===== config.mk =====
export PLATFORM = sky130hd
export DESIGN_NAME = dmr_msg_ram
export DESIGN_NICKNAME = d
export VERILOG_FILES = /design/src/dedup_message_ring_top_assert.svh /design/src/dmr_pkg.sv /design/src/dmr_msg_ram.sv
export SDC_FILE = /design/constraint.sdc
export NUM_CORES = 2
export LEC_CHECK = 0
export BUFFER_PORTS_ARGS = -buffer_cell sky130_fd_sc_hd__buf_2
export CAP_MARGIN = 20
export CORE_MARGIN = 2
export CORE_UTILIZATION = 50
export DETAILED_ROUTE_END_ITERATION = 8
export PLACE_DENSITY = 0.73
export SLEW_MARGIN = 25
export SYNTH_ARGS = -nofsm -noshare
export SYNTH_HDL_FRONTEND = slang
export SYNTH_SLANG_ARGS = --single-unit

===== constraint.sdc =====
create_clock -name clk -period 24.8 [get_ports clk]
set_input_delay 0 -clock clk [delete_from_list [all_inputs] [get_ports clk]]
set_output_delay 0 -clock clk [all_outputs]
set_load 0.01 [all_outputs]

===== src/dedup_message_ring_top_assert.svh =====
// assertion macros shared by the ring design
`ifndef DEDUP_MESSAGE_RING_TOP_ASSERT_SVH
`define DEDUP_MESSAGE_RING_TOP_ASSERT_SVH

// same-cycle implication under reset
`define DMR_ASSERT_NOW(lbl, ante, cons, msg) \
	lbl: assert property (@(posedge clk) disable iff (!arst_n) (ante) |-> (cons)) \
		else $error(msg);

// next-cycle implication under reset
`define DMR_ASSERT_NEXT(lbl, ante, cons, msg) \
	lbl: assert property (@(posedge clk) disable iff (!arst_n) (ante) |=> (cons)) \
		else $error(msg);

`endif


===== src/dmr_pkg.sv =====
package dmr_pkg;

	localparam int MSG_BYTES   = 32;
	localparam int MSG_W       = MSG_BYTES * 8;
	localparam int KEY_W       = 2 * MSG_W;
	localparam int DEPTH_DEF   = 16;
	localparam int SLOT_W      = 4;
	localparam int STATUS_W    = 2;
	localparam int MODE_W      = 2;
	localparam int IN_TDATA_W  = 264;
	localparam int OUT_TDATA_W = 264;

	localparam logic [7:0] CHAR_COMMA = 8'h2C;
	localparam logic [7:0] CHAR_COLON = 8'h3A;
	localparam logic [STATUS_W-1:0] STATUS_NOT_OK = 2'd1;

	typedef enum logic [MODE_W-1:0] {
		MODE_PUSH   = 2'd0,
		MODE_POP    = 2'd1,
		MODE_LOOKUP = 2'd2,
		MODE_SET    = 2'd3
	} mode_t;

	typedef enum logic [2:0] {
		ST_IDLE,
		ST_EXEC,
		ST_POP,
		ST_RD,
		ST_KEY,
		ST_CMP,
		ST_DONE
	} state_t;

	// zero every byte after the first zero byte
	function automatic logic [MSG_W-1:0] cut_msg(input logic [MSG_W-1:0] m);
		logic             ended;
		logic [MSG_W-1:0] r;
		ended = 1'b0;
		r     = '0;
		for (int k = 0; k < MSG_BYTES; k++) begin
			if (!ended) begin
				r[8*k +: 8] = m[8*k +: 8];
			end
			if (m[8*k +: 8] == 8'h00) begin
				ended = 1'b1;
			end
		end
		return r;
	endfunction

endpackage


===== src/dmr_msg_ram.sv =====
// message store, one row per slot, registered read
module dmr_msg_ram import dmr_pkg::*; #(
	parameter int DEPTH = DEPTH_DEF,
	parameter int PTR_W = $clog2(DEPTH)
) (
	input  logic             clk,
	input  logic             we,
	input  logic [PTR_W-1:0] waddr,
	input  logic [MSG_W-1:0] wdata,
	input  logic [PTR_W-1:0] raddr,
	output logic [MSG_W-1:0] rdata
);

	logic [MSG_W-1:0] mem [DEPTH];

	// write port
	always_ff @(posedge clk) begin
		if (we) begin
			mem[waddr] <= wdata;
		end
	end

	// read port
	always_ff @(posedge clk) begin
		rdata <= mem[raddr];
	end

endmodule


==> results_dict.tcl <==
set metrics [dict create \
    fin_crit_sh_pct 21.21 \
    p_int_w 0.01219 \
    synth_seq_cells 4352 \
    cp_max_fo 68 \
    antenna_found_initial 61 \
    relSlewSlack_pct 27.85 \
    cts_htree_levels 5 \
    yosysTopAreaCell "edfxtp_1" \
    synth_fp_nets 6914 \
    synth_flop_cell "edfxtp_1" \
    cts_tree "built" \
    yosys-top-cells-count "edfxtp_1 (4,096), mux4_2 (968), a22oi_1 (450), dfxtp_1 (256), nand2_1 (202)" \
    grt_pass1_wl_um 541300 \
    combPwrFrac_pct 5.2 \
    postCtsSetupBuffers 0 \
    arrival_ns 6.07 \
    cp.required_ns 25.61 \
    power.clock.fraction_pct 41.1 \
    final.setup.tns_ns 0 \
    hold_violations 0 \
    ctsResizeCount 0 \
    cts_buffers 415 \
    dp_hpwl_um 186300 \
    ys_types 26 \
    cpMostUsedCell "buf_4" \
    rows 206 \
    period_minus_slack_ns 5.260 \
    synth_edf_count 4096 \
    ys_warn_count 0 \
    cpPeakStageDelay_ns 0.90 \
    overflow 0 \
    die_w_um 567.3 \
    drt.antenna.violating_nets 0 \
    cp-start-kind "input port" \
    nets 8164 \
    worstSetupPathType "input port to flip-flop" \
    yosysSeqAreaShare_pct 80.76 \
    design_area_mm2 0.1855 \
    crit_slowest_cell "buf_4" \
    cts_sinks 4352 \
    coreArea_mm2 0.3152 \
    cts_hold_buf 517 \
    synth.most_common_cell "edfxtp_1" \
    grt_max_degree 127 \
    syn_area_mm2 0.1587 \
    syn_to_final_growth_pct 16.95 \
    clock_latency_ns 0.98 \
    synth_area_leaders "edfxtp_1 (78%), mux4_2 (14%), dfxtp_1 (3.2%)" \
    sequentialPowerShare_pct 53.7 \
    drt-total-wl_um 373500 \
    cts_root_buf "clkbuf_16" \
    leakagePower_nw 59.96 \
    path_cells "dlygate4sd3_1 -> buf_8 -> buf_4 -> buf_4 -> buf_4 -> buf_4 -> buf_4 -> mux4_2 -> a22oi_1 -> nand2_1" \
    peakVddDrop_v 0.00006402 \
    io_pins 522 \
    first_pass_iters 5 \
    fin_skew_ns 0.07702 \
    post_drt_wl_per_cell_um 29.97 \
    p_sw_w 0.003260 \
    synth_cells 6648 \
    gp_congestion 0.7524 \
    setup_viol 0 \
    syn_avg_cell_area_um2 23.87 \
    die_h_um 567.3 \
    drc 0 \
    post_drt_via_cell_ratio 6.109 \
    drv_cap 0 \
    grt_pass1_vias 78490 \
    netlist.area_leader.share_pct 77.52 \
    rsz0062_at_grt "no" \
    end_kind "flip-flop" \
    grt.total_usage_pct 23.03 \
    io_buffers 521 \
    drt_iter0_markers 9596 \
    clkTransAtPathRegs_ns 0.07 \
    start_util_pct 50.33 \
    tightest_slew_ns 1.082 \
    p_sw_share_pct 21.10 \
    min_path_type "input port to flip-flop" \
    status "finished clean" \
    clk_path_buf_depth 4 \
    dieArea_mm2 0.3218 \
    drive_gt1_share_pct 28.96 \
    power_w 0.01545 \
    fmax_mhz 190.1 \
    slew_viol_final 0 \
    async_reset_ff_share_pct 0 \
    powerDensity_mw_per_mm2 83.28 \
    vias 76130 \
    placed_area_mm2 0.1662 \
    fin_util_pct 58.86 \
]
==> through the flow <==
stage                     cells  hold slack, ns  setup WS, ns
after CTS                 12420       0.0006521         19.59
after detailed placement  11120          0.3721         19.19
after floorplan            6648         0.09887         5.876
after global routing      12440         0.03173         19.32
final                     12460         0.05389         19.54
after global placement    11120          0.3515         19.30
==> power groups by stage <==
| stage | Clock (W) | Sequential, W | Combinational, W |
|---|---|---|---|
| final | 0.00636 | 0.00830 | 0.000800 |
| after global routing | 0.00672 | 0.00831 | 0.000855 |
| after CTS | 0.00644 | 0.00830 | 0.000803 |
| after detailed placement | 0 | 0.00845 | 0.000723 |
| after global placement | 0 | 0.00844 | 0.000702 |
| after floorplan | 0 | 0.00848 | 0.000395 |
==> critical path, delay by kind of cell <==
kind	cells	cell delay, ns
AO/OA/AOI/OAI	1	0.27
buffers and inverters	7	5.02
multiplexers	1	0.42
AND/OR/NAND/NOR	1	0.07
==> registers in the layout (all words and copies together), names as in the netlist <==
signal / count
mem: 4096
rdata: 256
==> per-layer routing <==
layer  track usage, %  vias up  part of all wire [%]
met5                0        -                 0.079
met4            7.114       48                   2.9
met3            4.838      632                    10
met2            37.28     3968                    49
met1            31.69    40480                    38
li1                 -    31000                     -
==> cells by family (layout without fill, tap and decap cells) <==
family / Yosys count / after routing / synth area share (%)
DFF: 4352 / 4352 / 80.76
AOI/OAI and AO/OA: 539 / 539 / 2.557
and+or+nand+nor: 295 / 295 / 0.8217
buffers and inverters: 353 / 1967 / 1.152
other: 0 / 39 / 0
muxes: 1109 / 1109 / 14.71
==> area by class of cell <==
cell class	instances	area (µm²)
Antenna cell	39	97.59
Clock buffer	574	11550
Clock inverter	207	2402
Fill cell	21480	129700
Multi-Input combinational cell	1943	28890
Sequential cell	4352	128100
Tap cell	4160	5205
Timing Repair Buffer	1186	9281
==> layout by cell type, fill, tap and decap left out, types with 6 or more instances in the layout <==
master	instances
mux4_2	968
o22a_1	6
nand2b_1	27
buf_12	23
o21ai_0	27
dlygate4sd3_1	517
buf_4	120
a22oi_1	450
diode_2	39
nor2b_1	33
clkbuf_16	416
mux2i_1	35
clkbuf_1	103
dfxtp_1	256
edfxtp_1	4096
clkinv_1	57
bufinv_16	33
clkinv_16	18
clkbuf_8	55
clkinv_2	71
mux2_2	106
o221ai_1	33
clkinvlp_4	14
nor2_4	15
a221oi_1	23
nor2b_4	6
nand2_1	202
buf_2	517
==> worst paths after layout <==
kind | start | to | slack (ns) | cells past startpoint
max | raddr[1] | rdata[97]$_DFF_P_ | 19.54 | 10
min | wdata[165] | mem[14][165]$_DFFE_PP_ | 0.05 | 2
max reg2reg | mem[7][58]$_DFFE_PP_ | rdata[58]$_DFF_P_ | 22.92 | 4
min reg2reg | mem[14][225]$_DFFE_PP_ | rdata[225]$_DFF_P_ | 0.62 | 3
No activity file was read; power rests on OpenSTA's default activity.
